[src/rtl/mts_pkg.sv]
// ----------------------------------------------------------------------------
// Melody tone sequencer package
// Shared constants, item codes and the note sounding-time helper.
// ----------------------------------------------------------------------------
`default_nettype none

package mts_pkg;

    // Default sizes, handed to the top level as parameter defaults.
    localparam int SONGS_DEF      = 16;
    localparam int NOTES_DEF      = 64;
    localparam int TONE_CLOCK_DEF = 250000;

    // Field widths.
    localparam int ACT_W    = 3;
    localparam int KEY_W    = 4;
    localparam int NUM_W    = 8;
    localparam int SSLOT_W  = 4;
    localparam int NSLOT_W  = 6;
    localparam int FREQ_W   = 16;
    localparam int TICKS_W  = 8;
    localparam int LEN_W    = 7;
    localparam int CFG_W    = 5;
    localparam int PLAYER_W = 2;
    localparam int NOTE_WORD_W = FREQ_W + TICKS_W;

    // Reset values.
    localparam logic [FREQ_W-1:0] PERIOD_RESET    = 16'd4999;
    localparam logic [CFG_W-1:0]  SONGS_CFG_RESET = 5'd9;
    localparam logic [CFG_W-1:0]  SONGS_SEL_MAX   = 5'd16;
    localparam logic [FREQ_W-1:0] PERIOD_MAX      = 16'hFFFF;

    // Item kinds.
    localparam logic [ACT_W-1:0] ACT_TICK   = 3'd0;
    localparam logic [ACT_W-1:0] ACT_KEY    = 3'd1;
    localparam logic [ACT_W-1:0] ACT_REMOTE = 3'd2;
    localparam logic [ACT_W-1:0] ACT_NOTE   = 3'd3;
    localparam logic [ACT_W-1:0] ACT_LEN    = 3'd4;

    // Key codes.
    localparam logic [KEY_W-1:0] KEY_MODE = 4'd11;
    localparam logic [KEY_W-1:0] KEY_PLAY = 4'd15;

    // Mode and player codes.
    localparam logic MODE_MONITOR  = 1'b0;
    localparam logic MODE_PLAYBACK = 1'b1;
    localparam logic [PLAYER_W-1:0] PL_SELECT = 2'd0;
    localparam logic [PLAYER_W-1:0] PL_PLAY   = 2'd1;
    localparam logic [PLAYER_W-1:0] PL_PAUSE  = 2'd2;

    // floor(dur * 0.85): 445655 / 2^19 is 0.85 to within 2e-5, which stays
    // well inside the smallest fractional gap of dur * 0.85 over 8 bits.
    function automatic logic [TICKS_W-1:0] sound_ticks(input logic [TICKS_W-1:0] dur);
        logic [26:0] prod;
        prod = 27'(dur) * 27'(445655);
        return prod[26:19];
    endfunction

endpackage

`default_nettype wire

[src/rtl/mts_div.sv]
// ----------------------------------------------------------------------------
// Tone period divider
// Restoring divider: a fixed tone clock divided by a 16-bit frequency,
// one quotient bit per cycle.
// ----------------------------------------------------------------------------
`default_nettype none

module mts_div
    import mts_pkg::*;
#(
    parameter int TONE_CLOCK_HZ = TONE_CLOCK_DEF,
    localparam int QW = $clog2(TONE_CLOCK_HZ + 1)
) (
    input  wire logic              i_clk,
    input  wire logic              i_rst_n,
    input  wire logic              i_start,
    input  wire logic [FREQ_W-1:0] i_divisor,
    output logic                   o_done,
    output logic      [QW-1:0]     o_quot
);

    localparam int CW = $clog2(QW + 1);
    localparam logic [QW-1:0] DIVIDEND = QW'(TONE_CLOCK_HZ);

    logic              r_busy;
    logic [CW-1:0]     r_cnt;
    logic [FREQ_W-1:0] r_rem;
    logic [FREQ_W-1:0] r_div;
    logic [QW-1:0]     r_quo;
    logic              r_done;

    logic [FREQ_W:0] trial;
    logic            fits;

    assign trial = {r_rem, r_quo[QW-1]};
    assign fits  = (trial >= {1'b0, r_div});

    always_ff @(posedge i_clk) begin
        if (!i_rst_n) begin
            r_busy <= 1'b0;
            r_done <= 1'b0;
            r_cnt  <= '0;
        end else begin
            r_done <= 1'b0;
            if (i_start) begin
                r_busy <= 1'b1;
                r_cnt  <= CW'(QW);
                r_rem  <= '0;
                r_div  <= i_divisor;
                r_quo  <= DIVIDEND;
            end else if (r_busy) begin
                // The dividend shifts out of the top as quotient bits enter.
                r_rem <= fits ? FREQ_W'(trial - {1'b0, r_div}) : trial[FREQ_W-1:0];
                r_quo <= {r_quo[QW-2:0], fits};
                r_cnt <= r_cnt - 1'b1;
                if (r_cnt == CW'(1)) begin
                    r_busy <= 1'b0;
                    r_done <= 1'b1;
                end
            end
        end
    end

    assign o_done = r_done;
    assign o_quot = r_quo;

endmodule

`default_nettype wire

[config.mk]
export PLATFORM = sky130hd
export DESIGN_NAME = mts_div
export DESIGN_NICKNAME = d
export VERILOG_FILES = /design/src/rtl/mts_pkg.sv /design/src/rtl/mts_div.sv
export SDC_FILE = /design/constraint.sdc
export NUM_CORES = 1
export LEC_CHECK = 0
export ABC_CLOCK_PERIOD_IN_PS = 2800
export BUFFER_PORTS_ARGS = -buffer_cell sky130_fd_sc_hd__buf_2
export CORE_ASPECT_RATIO = 1.5
export CORE_MARGIN = 4
export CORE_UTILIZATION = 58
export DETAILED_ROUTE_END_ITERATION = 10
export PLACE_DENSITY = 0.8
export SYNTH_ARGS = -nofsm -noshare
export SYNTH_HDL_FRONTEND = slang
export SYNTH_SLANG_ARGS = --single-unit
[constraint.sdc]
create_clock -name i_clk -period 2.8 [get_ports i_clk]
set_input_delay 0.28 -clock i_clk [delete_from_list [all_inputs] [get_ports i_clk]]
set_output_delay 0.28 -clock i_clk [all_outputs]
set_load 0.01 [all_outputs]
==> impl_metrics.csv <==
group,metric,value,unit
routing,vias,2394,
sta,final.setup.tns,0,ns
clocking,clk_latency,0.34,ns
setup_path,slowest_stage,"fa_1",
setup_path,critPathKind,"reg -> reg",
sta,timing.final.crit_period,2.621,ns
setup_path,arrival,2.69,ns
place,gp_congestion,0.9145,
sta,max_freq,381.5,MHz
yosys,synth_cell_types,49,
floorplanning,initial_core_util,0.6036,
sta,slew_headroom,0.5176,
grt,globalRouteMet2Util,0.3856,
power,p_leak,0.001506,uW
yosys,synthFlopType,"edfxtp_1",
yosys,syn_nets,330,
yosys,netlist_instances,292,
yosys,ys_seq_area_frac,0.5225,
clocking,cts_tree,"built",
setup_path,cp.required,2.87,ns
grt,grt_pass1_wl,11340,um
floorplanning,design.core.area,5205,um2
yosys,syn_area_per_cell,10.76,um2
flow_run,maxCapViolCount,0,
grt,first_global_vias,2486,
yosys,synth_enable_flop_cells,50,
yosys,netlist_area,3142,um2
grt,grt_util_met1,0.2613,
sta,finClkSkew,0.008988,ns
sta,setup_ws,0.1785,ns
setup_path,critPathMaxFanout,4,
yosys,synth_area_leaders,"edfxtp_1 (48%), ha_1 (7.2%), dfxtp_1 (4.5%), a21oi_1 (3.7%), o21ai_0 (3.0%)",
cells_and_area,nets,371,
sta,min_period_over_period,0.9362,
grt,track_usage,0.2266,
sta,hold_violations,0,
cells_and_area,drive_gt1_frac,0.2189,
run_status,outcome,"finished, final reports clean",
grt,antenna_found_initial,0,
place,hpwl,4586,um
setup_path,end_kind,"flip-flop",
min_path,hold_end,"r_div[0]$_DFFE_PP_",
routing,avgViaCountPerCell,5.897,
clocking,clockRootBuffer,"clkbuf_8",
power,p_per_area,687.0,nW/um2
sta,setup_viol,0,
floorplanning,row_count,32,
cells_and_area,antennaDiodeCount,0,
routing,drc_errors,0,
grt,globalRouteOverflowTotal,0,
grt,grt_max_degree,36,
yosys,async_reset_ff_frac,0,
routing,routedWlPerCell,16.72,um
sta,tightest_slew,0.7228,ns
min_path,min_from,"i_divisor[0]",
grt,grt_busiest_layer,"met2",
setup_path,reg2regPathDepth,10,
sta,rsz0062_at_grt,"no",
yosys,synth.top_cell.area_share,0.4779,
routing,drt-total-wl,6789,um
yosys,ys_warn_count,0,
power,irDropWorstVdd,0.0004686,V
clocking,clk_pin_slew,0.07,ns
floorplanning,fp.dieH,98.14,um
floorplanning,io_pins,38,
setup_path,crit_chain,"inv_1 > ha_1 > fa_1 > nand2b_1 > a21o_1 > a211oi_1 > buf_4 > o21ai_0 > xor2_1 > o22ai_1",
floorplanning,die_area,6683,um2
cells_and_area,areaGrowthSynthToFinish,15.29,%
min_path,min_path_type,"in -> reg",
routing,firstDrtPassIters,4,
setup_path,start_kind,"flip-flop",
grt,met3_usage,0.05293,
cells_and_area,layout_common_cells,"edfxtp_1 (50), buf_2 (37), inv_1 (25)",
cells_and_area,fill_cells,436,
clocking,max-clock-path-buffers,2,
min_path,hold-path-cell-count,1,
yosys,synth_top_cell_by_area,"edfxtp_1",
yosys,synth-seq-cells,57,
clocking,numCtsBuffers,9,
sta,holdWs,0.1064,ns
cells_and_area,layout_commonest_cell,"edfxtp_1",
place,pre_cts_ws,0.1092,ns
floorplanning,die_w,68.10,um
routing,dr.first_iter.drc_count,189,
clocking,htreeDepth,3,
setup_path,timing.rr.end,"r_rem[14]$_SDFFCE_PP0P_",
clocking,cts_sinks,57,
routing,ant_nets,0,
setup_path,reg2reg_from,"o_quot[17]$_SDFFCE_PP1P_",
sta,final-max-slew-violation-count,0,
setup_path,reg2reg_slack,0.18,ns
setup_path,cp_slowest_stage_delay,0.41,ns
clocking,post_cts_buffers,0,
place,numPortBuffers,37,
==> worst max path at each step <==
stage | cells past startpoint | slack, ns | from | to
after floorplan | 9 | 0.42 | o_quot[17]$_SDFFCE_PP1P_ | r_rem[14]$_SDFFCE_PP0P_
after global placement | 7 | 0.25 | r_rem[11]$_SDFFCE_PP0P_ | r_rem[15]$_SDFFCE_PP0P_
after detailed placement | 7 | 0.11 | r_rem[11]$_SDFFCE_PP0P_ | r_rem[15]$_SDFFCE_PP0P_
after CTS | 7 | 0.08 | r_rem[11]$_SDFFCE_PP0P_ | r_rem[15]$_SDFFCE_PP0P_
after global routing | 7 | 0.02 | r_rem[2]$_SDFFCE_PP0P_ | r_rem[13]$_SDFFCE_PP0P_
final | 10 | 0.18 | o_quot[17]$_SDFFCE_PP1P_ | r_rem[14]$_SDFFCE_PP0P_
==> registers in the layout (all words and copies together), names as in the netlist <==
| name | cells |
|---|---|
| o_quot | 18 |
| o_done | 1 |
| r_cnt | 5 |
| r_div | 16 |
| r_busy | 1 |
| r_rem | 16 |
==> per-layer routing <==
metal,part of all wire,vias to the layer above
met5,0,-
met4,0.023,0
met3,0.046,17
met2,0.53,66
met1,0.40,1158
li1,-,1153
==> cells by family (layout without fill, tap and decap cells) <==
logic type / Yosys count / count (layout) / synth area share
and+or+nand+nor: 87 / 87 / 0.1517
AOI/OAI and AO/OA: 85 / 85 / 0.1788
DFF: 57 / 57 / 0.5225
buffers and inverters: 35 / 81 / 0.04381
adders and majority gates: 19 / 19 / 0.07806
xor gates and xnor gates: 9 / 9 / 0.02509
==> cell type report <==
cell class,instances,area [um2],share of cell area
tap,68,85.08,0.02349
clock buffer,9,123.9,0.03420
timing repair buffer,40,207.7,0.05734
inverter,25,93.84,0.02591
sequential,57,1642,0.4532
clock inverter,7,95.09,0.02625
multi-input combinational,200,1375,0.3796
==> worst max-delay path, delay by kind of cell (launching register included) <==
| kind | cells | cell delay [ns] |
|---|---|---|
| XOR/XNOR | 1 | 0.17 |
| AND/OR/NAND/NOR | 1 | 0.22 |
| buffers and inverters | 2 | 0.23 |
| AO/OA/AOI/OAI | 4 | 0.70 |
| flip-flops | 1 | 0.39 |
| adder cells (fa/ha/maj) | 2 | 0.64 |
==> cell usage after synthesis, drive strengths merged, types with 3 or more instances <==
cell     n
buf      5
nor2    12
a21o    10
nand2   18
xor2     5
inv     25
or2      8
a21boi   3
nor3     5
clkbuf   5
a21oi   23
and2     3
ha      18
and3     4
nand4    4
edfxtp  50
o21ai   20
xnor2    4
nand2b   3
dfxtp    7
o211ai   3
nor2b   13
a211oi   6
nand3   11
==> report_power, final <==
| group | switching (uW) | leakage, uW | internal (uW) | total (uW) |
|---|---|---|---|---|
| clock | 358 | 0.000109 | 500 | 858 |
| sequential | 33.4 | 0.000533 | 1010 | 1040 |
| combinational | 351 | 0.000863 | 237 | 588 |
==> per-stage QoR <==
stage	instances	utilization	cell area (um2)	power, uW
5_1_grt	406	0.6959	3622	2611
4_1_cts	406	0.6935	3610	2488
3_5_place_dp	390	0.6514	3391	1632
2_1_floorplan	292	-	3142	1489
6_report	406	0.6959	3622	2489
3_3_place_gp	390	0.6514	3391	1614
==> what timing repair did <==
action | 4_1_cts | 5_1_grt
resized for setup | 0 | 2
setup endpoints to repair | 0 | 7
hold buffers | 0 | 0
Power figures use the tool's default switching activity.
