`config.mk`:
```
export PLATFORM = sky130hd
export DESIGN_NAME = mts_ram
export DESIGN_NICKNAME = d
export VERILOG_FILES = /design/src/rtl/mts_ram.sv
export SDC_FILE = /design/constraint.sdc
export NUM_CORES = 1
export LEC_CHECK = 0
export BUFFER_PORTS_ARGS = -buffer_cell sky130_fd_sc_hd__clkbuf_2
export CAP_MARGIN = 10
export CORE_MARGIN = 2
export CORE_UTILIZATION = 30
export DETAILED_ROUTE_END_ITERATION = 8
export SLEW_MARGIN = 20
export SYNTH_ARGS = -nofsm -noshare
export SYNTH_HDL_FRONTEND = slang
export SYNTH_SLANG_ARGS = --single-unit
```
`constraint.sdc`:
```
create_clock -name i_clk -period 1.8 [get_ports i_clk]
set_input_delay 0.45 -clock i_clk [delete_from_list [all_inputs] [get_ports i_clk]]
set_output_delay 0.45 -clock i_clk [all_outputs]
set_load 0.01 [all_outputs]
```
`src/rtl/mts_ram.sv`:
```
// ----------------------------------------------------------------------------
// Generic RAM
// One write port and one read port, read data registered.
// ----------------------------------------------------------------------------
`default_nettype none

module mts_ram #(
    parameter int WIDTH = 8,
    parameter int DEPTH = 16,
    localparam int AW = (DEPTH > 1) ? $clog2(DEPTH) : 1
) (
    input  wire logic             i_clk,
    input  wire logic             i_we,
    input  wire logic [AW-1:0]    i_waddr,
    input  wire logic [WIDTH-1:0] i_wdata,
    input  wire logic [AW-1:0]    i_raddr,
    output logic      [WIDTH-1:0] o_rdata
);

    logic [WIDTH-1:0] r_mem [DEPTH];

    always_ff @(posedge i_clk) begin
        if (i_we) begin
            r_mem[i_waddr] <= i_wdata;
        end
        o_rdata <= r_mem[i_raddr];
    end

endmodule

`default_nettype wire

```
==> run metrics, run 1 <==
GP Congestion=0.712; core area=16700 um2; commonest non-fill, non-tap cell in the layout=edfxtp_1; vias in the first global route=2651; Port-buffer cells=25; DP Area=5720 um2; Fin Setup TNS=0 ns; final non-filler cell total=523; Tmin final=1.52 ns; FP Rows=47; CTS tree=yes; Multi-input gate area=1060 um2; unrepaired setup endpoints after global routing=no; total CTS buffers=17; initial antenna violation count=0; Critical Path AT=1.81 ns; crit path cell chain=clkbuf_2 -> buf_12 -> mux4_1 -> a22oi_1 -> nand2_1; Mapped Area=5150 um2; gr busiest metal=met2; endpoints failing setup=0; Antenna diodes=0; post-synthesis sequential area ratio=77.8%; global-route usage over all layers=12.4%; drt first pass iters=4; Net Count, Synth=247; Fillers=1531; # IOs=26; M3 GR Usage=3.64%; CP startpoint kind=primary input; commonest non-fill, non-tap cells in the layout=edfxtp_1, clkbuf_2, buf_4; worst skew pair latency=0.41 ns; Yosys cell types=19; Crit. End Element=flip-flop; Final Cell Area=6320 um2; VDD IR-drop max=0.631 mV; fin. max-slew vios=0; Die Y=135 um; kind of critical path=in2reg; Max-Cap Viols=0; syn_area_per_cell=22.5 um2; post-cts sizing count=0; HPWL Detailed=6.76 mm; Core Util, Final=37.9%; max_slew headroom=45.1%; fmax=657 MHz; postcts setup bufs=0; first-pass GRT wire length=16.0 mm; Routed wire per std cell=19.8 um; Hold Buf Count CTS=0; Tcrit/Tclk final=84.5%; FF+latch area=4000 um2; met2 usage in global routing=18.5%; status=completed; CTS Sinks=136; grt total ovfl=0; Hold Vio Cnt, Final=0; Ys Warns=0; worst-case clock buffer depth=2; DP Cell Count=491; Power Dens Cells=1170 nW/um2; Required @ worst endpoint=2.09 ns; final wirelength=10.3 mm; Critical-path top delay cell=mux4_1; post-route clock skew=0.00691 ns; Slew @ Worst Pin=0.820 ns; M1 GR Usage=17.5%; starting density of the core=30.8%; drt drc=0; die area=18200 um2; Root Driver=clkbuf_16; Mapped Cells=229; vias per cell=4.65; Buf/Inv on CP=2; top cell family by delay on the critical path=multiplexers; share of layout cells above drive strength 1=34.0%; Die X=135 um; worst hold path type=in2reg; Clock transition at path regs=0.06 ns; largest net degree at the start of global routing=23; H-tree levels=4; Detailed Route Iter0 Violations=245; NumNets Final=308; Via Count=2432; Crit path largest cell delay=0.55 ns; remaining antenna violation count after routing=0; worst-path maximum fanout=13; leak pwr=2.14 nW; Area growth, synth to finish=22.9%; synthesized flop and latch total=136
metal layers:
layer	share of wire (%)	wire length (um)
met2	46	4810
met4	1.2	120
met5	0	0
met3	5.3	544
met1	47	4870
layout make-up:
cell class              instances  share of cell area (%)
multi-input cells              83                    16.8
clock inverters                15                    2.85
flip-flops and latches        136                    63.3
clock buffers                  17                    6.73
well taps                     220                    4.35
repair buffers                 52                    5.97
power by group:
part / switching, mW / internal [mW]
Sequential: 0.0230 / 3.54
Combinational: 0.195 / 0.155
Clock: 1.30 / 2.18
Total: 1.52 / 5.87
metrics by stage:
step | hold WS, ns | worst slack [ns] | power [mW]
after CTS | 0.460 | 0.303 | 7.46
final | 0.462 | 0.279 | 7.39
after global placement | 0.656 | -0.137 | 3.98
after floorplan | 0.549 | 0.0839 | 3.81
after global routing | 0.496 | 0.212 | 7.63
after detailed placement | 0.652 | -0.138 | 3.99
state kept, by name, indices dropped and copies added (netlist names):
name / cells
r_mem: 128
o_rdata: 8
path summary, 6_finish.rpt:
kind	start	end	slack, ns	cells after the start
hold / removal	i_wdata[7]	r_mem[0][7]	0.46	1
hold reg to reg	r_mem[14][1]	o_rdata[1]	0.67	3
setup / recovery	i_raddr[0]	o_rdata[3]	0.28	5
setup reg to reg	r_mem[2][3]	o_rdata[3]	0.35	3
Yosys cell counts:
library cell	instances	area [um2]
nand3b_1	2	15.0
dfxtp_1	8	160
mux4_2	18	405
buf_4	1	7.51
buf_2	3	15.0
buf_6	3	33.8
or3b_2	1	8.76
clkdlybuf4s25_2	3	30.0
mux4_1	14	368
nand2b_1	2	12.5
nand2_1	9	33.8
and2b_1	1	7.51
and2_1	1	6.26
nor3_1	4	20.0
nor2_1	13	48.8
edfxtp_1	128	3840
a22oi_1	16	120
nand3_1	1	5.00
nor2b_1	1	6.26
logic make-up after synthesis:
group                  count (synthesis)  synth area share (%)
AND/OR/NAND/NOR                       35                  3.18
flip-flops                           136                  77.8
buffers and inverters                 10                  1.68
AO/OA/AOI/OAI                         16                  2.33
multiplexers                          32                  15.0
worst register-to-register path: stages, from the launching register on:
cell	delay (ns)
edfxtp_1	0.37
mux4_1	0.49
a22oi_1	0.37
nand2_1	0.09
(Power assumes the default switching activity.)
==> inputs of run 2 (changes only) <==
--- a/config.mk
+++ b/config.mk
@@ -5,6 +5,7 @@
 export SDC_FILE = /design/constraint.sdc
 export NUM_CORES = 1
 export LEC_CHECK = 0
+export ABC_AREA = 1
 export BUFFER_PORTS_ARGS = -buffer_cell sky130_fd_sc_hd__clkbuf_2
 export CAP_MARGIN = 10
 export CORE_MARGIN = 2
==> constraint.sdc (replaced) <==
create_clock -name i_clk -period 1.2 [get_ports i_clk]
set_input_delay 0.3 -clock i_clk [delete_from_list [all_inputs] [get_ports i_clk]]
set_output_delay 0.3 -clock i_clk [all_outputs]
set_load 0.01 [all_outputs]
==> run 2 against run 1 <==
Against the previous run:
- the run now ends with setup timing left
- worst hold slack worse by 0.13 ns
- sequential share of layout area down 6.2 points
- cell area is 11% higher
- non-clock buffer count is 11 higher
- critical path depth shrank 4
- via count rose by 61%
- cell count grew 63%
- flip-flop and latch count is the same
- global-route usage grew 2.4 points
- die area rose by 12%
- highest routed layer unchanged
==> run metrics, run 2 <==
Area growth, synth to finish=21.9%; post-place setup slack=-0.192 ns (-0.0546 ns); Top reg by flops=r_mem; Final Cell Area=7030 um2 (+11%); Tcrit/Tclk final=100%; Die X=143 um (+5.7%); Power Dens Cells=1520 nW/um2 (+30%); post-synthesis sequential area ratio=69.4% (-8.4 points); NumNets Final=627 (+100%); final worst slack=-0.00129 ns (-0.280 ns); Logic pwr share=7.3% (+2.6 points); Seq pwr share=50.1% (+1.9 points); starting density of the core=30.7% (-0.094 points); Die Y=143 um (+5.7%); die area=20300 um2 (+12%); FFs w/ async S/R, synth=0% (unchanged); fmax=832 MHz; Crit. End Element=output port; Hold Vio Cnt, Final=0 (unchanged); initial antenna violation count=0 (unchanged); drt drc=0 (unchanged); Via Count=3920 (+61%); vias per cell=4.59 (-1.3%); VDD IR-drop max=0.712 mV (+13%); fin. max-slew vios=0 (unchanged); commonest cells in the netlist=nand2_1, edfxtp_1, inv_1; FF+latch area=4020 um2 (+0.31%); FP Rows=50 (+6.4%); grt total ovfl=0 (unchanged); Port-buffer cells=25 (unchanged); Yosys top cell area share=66.7% (-8.0 points); commonest non-fill, non-tap cells in the layout=nand2_1, edfxtp_1, inv_1; top-count cell post-synth=nand2_1; Net Count, Synth=569 (+130%); Yosys top cell by area=edfxtp_1; CP startpoint kind=flip-flop; commonest non-fill, non-tap cell in the layout=nand2_1; worst hold path type=in2reg; DP Cell Count=824 (+68%); Fillers=1862 (+22%); worst skew pair latency=0.42 ns (about the same); core area=18800 um2 (+12%); final non-filler cell total=854 (+63%); share of layout cells above drive strength 1=15.3% (-19 points); overall power=10.7 mW (+45%); Root Driver=clkbuf_16; sw frac=21.4% (+0.90 points); EDFF count, synth=128 (unchanged); Detailed Route Iter0 Violations=346 (+41%); CTS Sinks=136 (unchanged); Mapped Area=5770 um2 (+12%); # IOs=26 (unchanged); Multi-input gate area=1220 um2 (+15%); Critical-path top delay cell=dfxtp_4; Buf/Inv on CP=1 (-1); postcts setup bufs=0 (unchanged); Routed wire per std cell=16.2 um (-18%); status=finished with violations; remaining antenna violation count after routing=0 (unchanged); kind of critical path=reg2out; unrepaired setup endpoints after global routing=yes; first-pass GRT wire length=21.8 mm (+36%); HPWL Detailed=9.10 mm (+34%); Core Util, Final=37.5% (-0.42 points); Fin Setup TNS=-0.00129 ns (-0.00129 ns); Hold Slack=0.332 ns (-0.130 ns); post-route clock skew=0.00981 ns (+0.00290 ns); Mapped Cells=551 (+140%); failing checks=setup timing; DP Area=6470 um2 (+13%); drt first pass iters=6 (+2); internal power=8.41 mW (+43%); Antenna diodes=0 (unchanged); Slew @ Worst Pin=0.467 ns (-0.353 ns); max reg flops=128 (unchanged); top cell family by delay on the critical path=flip-flops; prevailing post-synth register cell=edfxtp_1; worst-case clock buffer depth=2 (unchanged); Tmin final=1.20 ns; endpoints failing setup=1 (+1); worst-path maximum fanout=1 (-12); Clock transition at path regs=0.06 ns (about the same); Ys Warns=0 (unchanged); synthesized flop and latch total=136 (unchanged); CTS tree=yes; Crit path largest cell delay=0.36 ns (-0.19 ns); crit path cell chain=buf_8; Largest regs=r_mem x128, o_rdata x8; syn_area_per_cell=10.5 um2 (-53%); Clk pwr share=42.6% (-4.4 points); leak pwr=3.03 nW (+42%); total CTS buffers=17 (unchanged); vias in the first global route=3759 (+42%); GP Congestion=0.853 (+20%); global-route usage over all layers=14.7% (+2.4 points); Synth area leaders=edfxtp_1, nand2_1, nand3_1; Max-Cap Viols=0 (unchanged); max_slew headroom=68.9% (+24 points); largest net degree at the start of global routing=30 (+30%); Required @ worst endpoint=0.90 ns (-1.19 ns); H-tree levels=4 (unchanged); sw power=2.30 mW (+51%); Critical Path AT=0.90 ns (-0.91 ns); final wirelength=13.8 mm (+33%); Hold Buf Count CTS=0 (unchanged); Yosys cell types=12 (-7)
[run 2: cell types whose count changed in the layout (fill, tap and decap cells not counted), sizes merged, moves of 4 or more]
cell / previous run / this run
clkinvlp: 5 / 0
nor3: 4 / 0
nand2: 9 / 173
nand3: 1 / 97
inv: 0 / 102
a22oi: 16 / 0
mux4: 32 / 0
buf: 27 / 45
nor2: 13 / 17
[run 2: final timing paths]
check                           slack (ns)  depth (start not counted)          end         from
worst min-delay path                  0.33                          1  r_mem[5][2]   i_wdata[2]
worst min register to register        0.67                          6   o_rdata[1]  r_mem[2][1]
worst max-delay path                -0.001                          1   o_rdata[5]   o_rdata[5]
worst max register to register        0.18                          6   o_rdata[7]  r_mem[5][7]
[run 2: layout make-up]
class	count	share of cell area (%)
well taps	234	4.17
clock buffers	24	6.43
multi-input cells	289	17.4
clock inverters	6	0.748
repair buffers	63	8.70
inverters	102	5.45
flip-flops and latches	136	57.1
[run 2: logic make-up (layout without fill, tap and decap cells)]
group,Yosys count,after routing,share of synthesized area [%]
buf+inv,126,195,9.52
simple gates,289,289,21.0
flops,136,136,69.4
[run 2: per-layer routing]
layer,track usage (%),vias up,wire (um)
met5,0,-,0
met4,5.16,0,203
met3,3.72,20,790
met2,22.6,119,6510
met1,20.3,1888,6300
li1,-,1893,-
[run 2: power by group through the flow]
| stage | clock, mW | combinational, mW | sequential, mW |
|---|---|---|---|
| after floorplan | 0 | 0.377 | 5.45 |
| after global placement | 0 | 0.754 | 5.45 |
| after detailed placement | 0 | 0.759 | 5.45 |
| after CTS | 4.64 | 0.772 | 5.36 |
| after global routing | 4.85 | 0.863 | 5.37 |
| final | 4.56 | 0.778 | 5.37 |
[run 2: repair_timing]
action / 4_1_cts / 5_1_grt
endpoints found under the hold margin: 0 / 0
resized for setup: 8 / 13
endpoints found under the setup margin: 6 / 7
cloned: 0 / 0
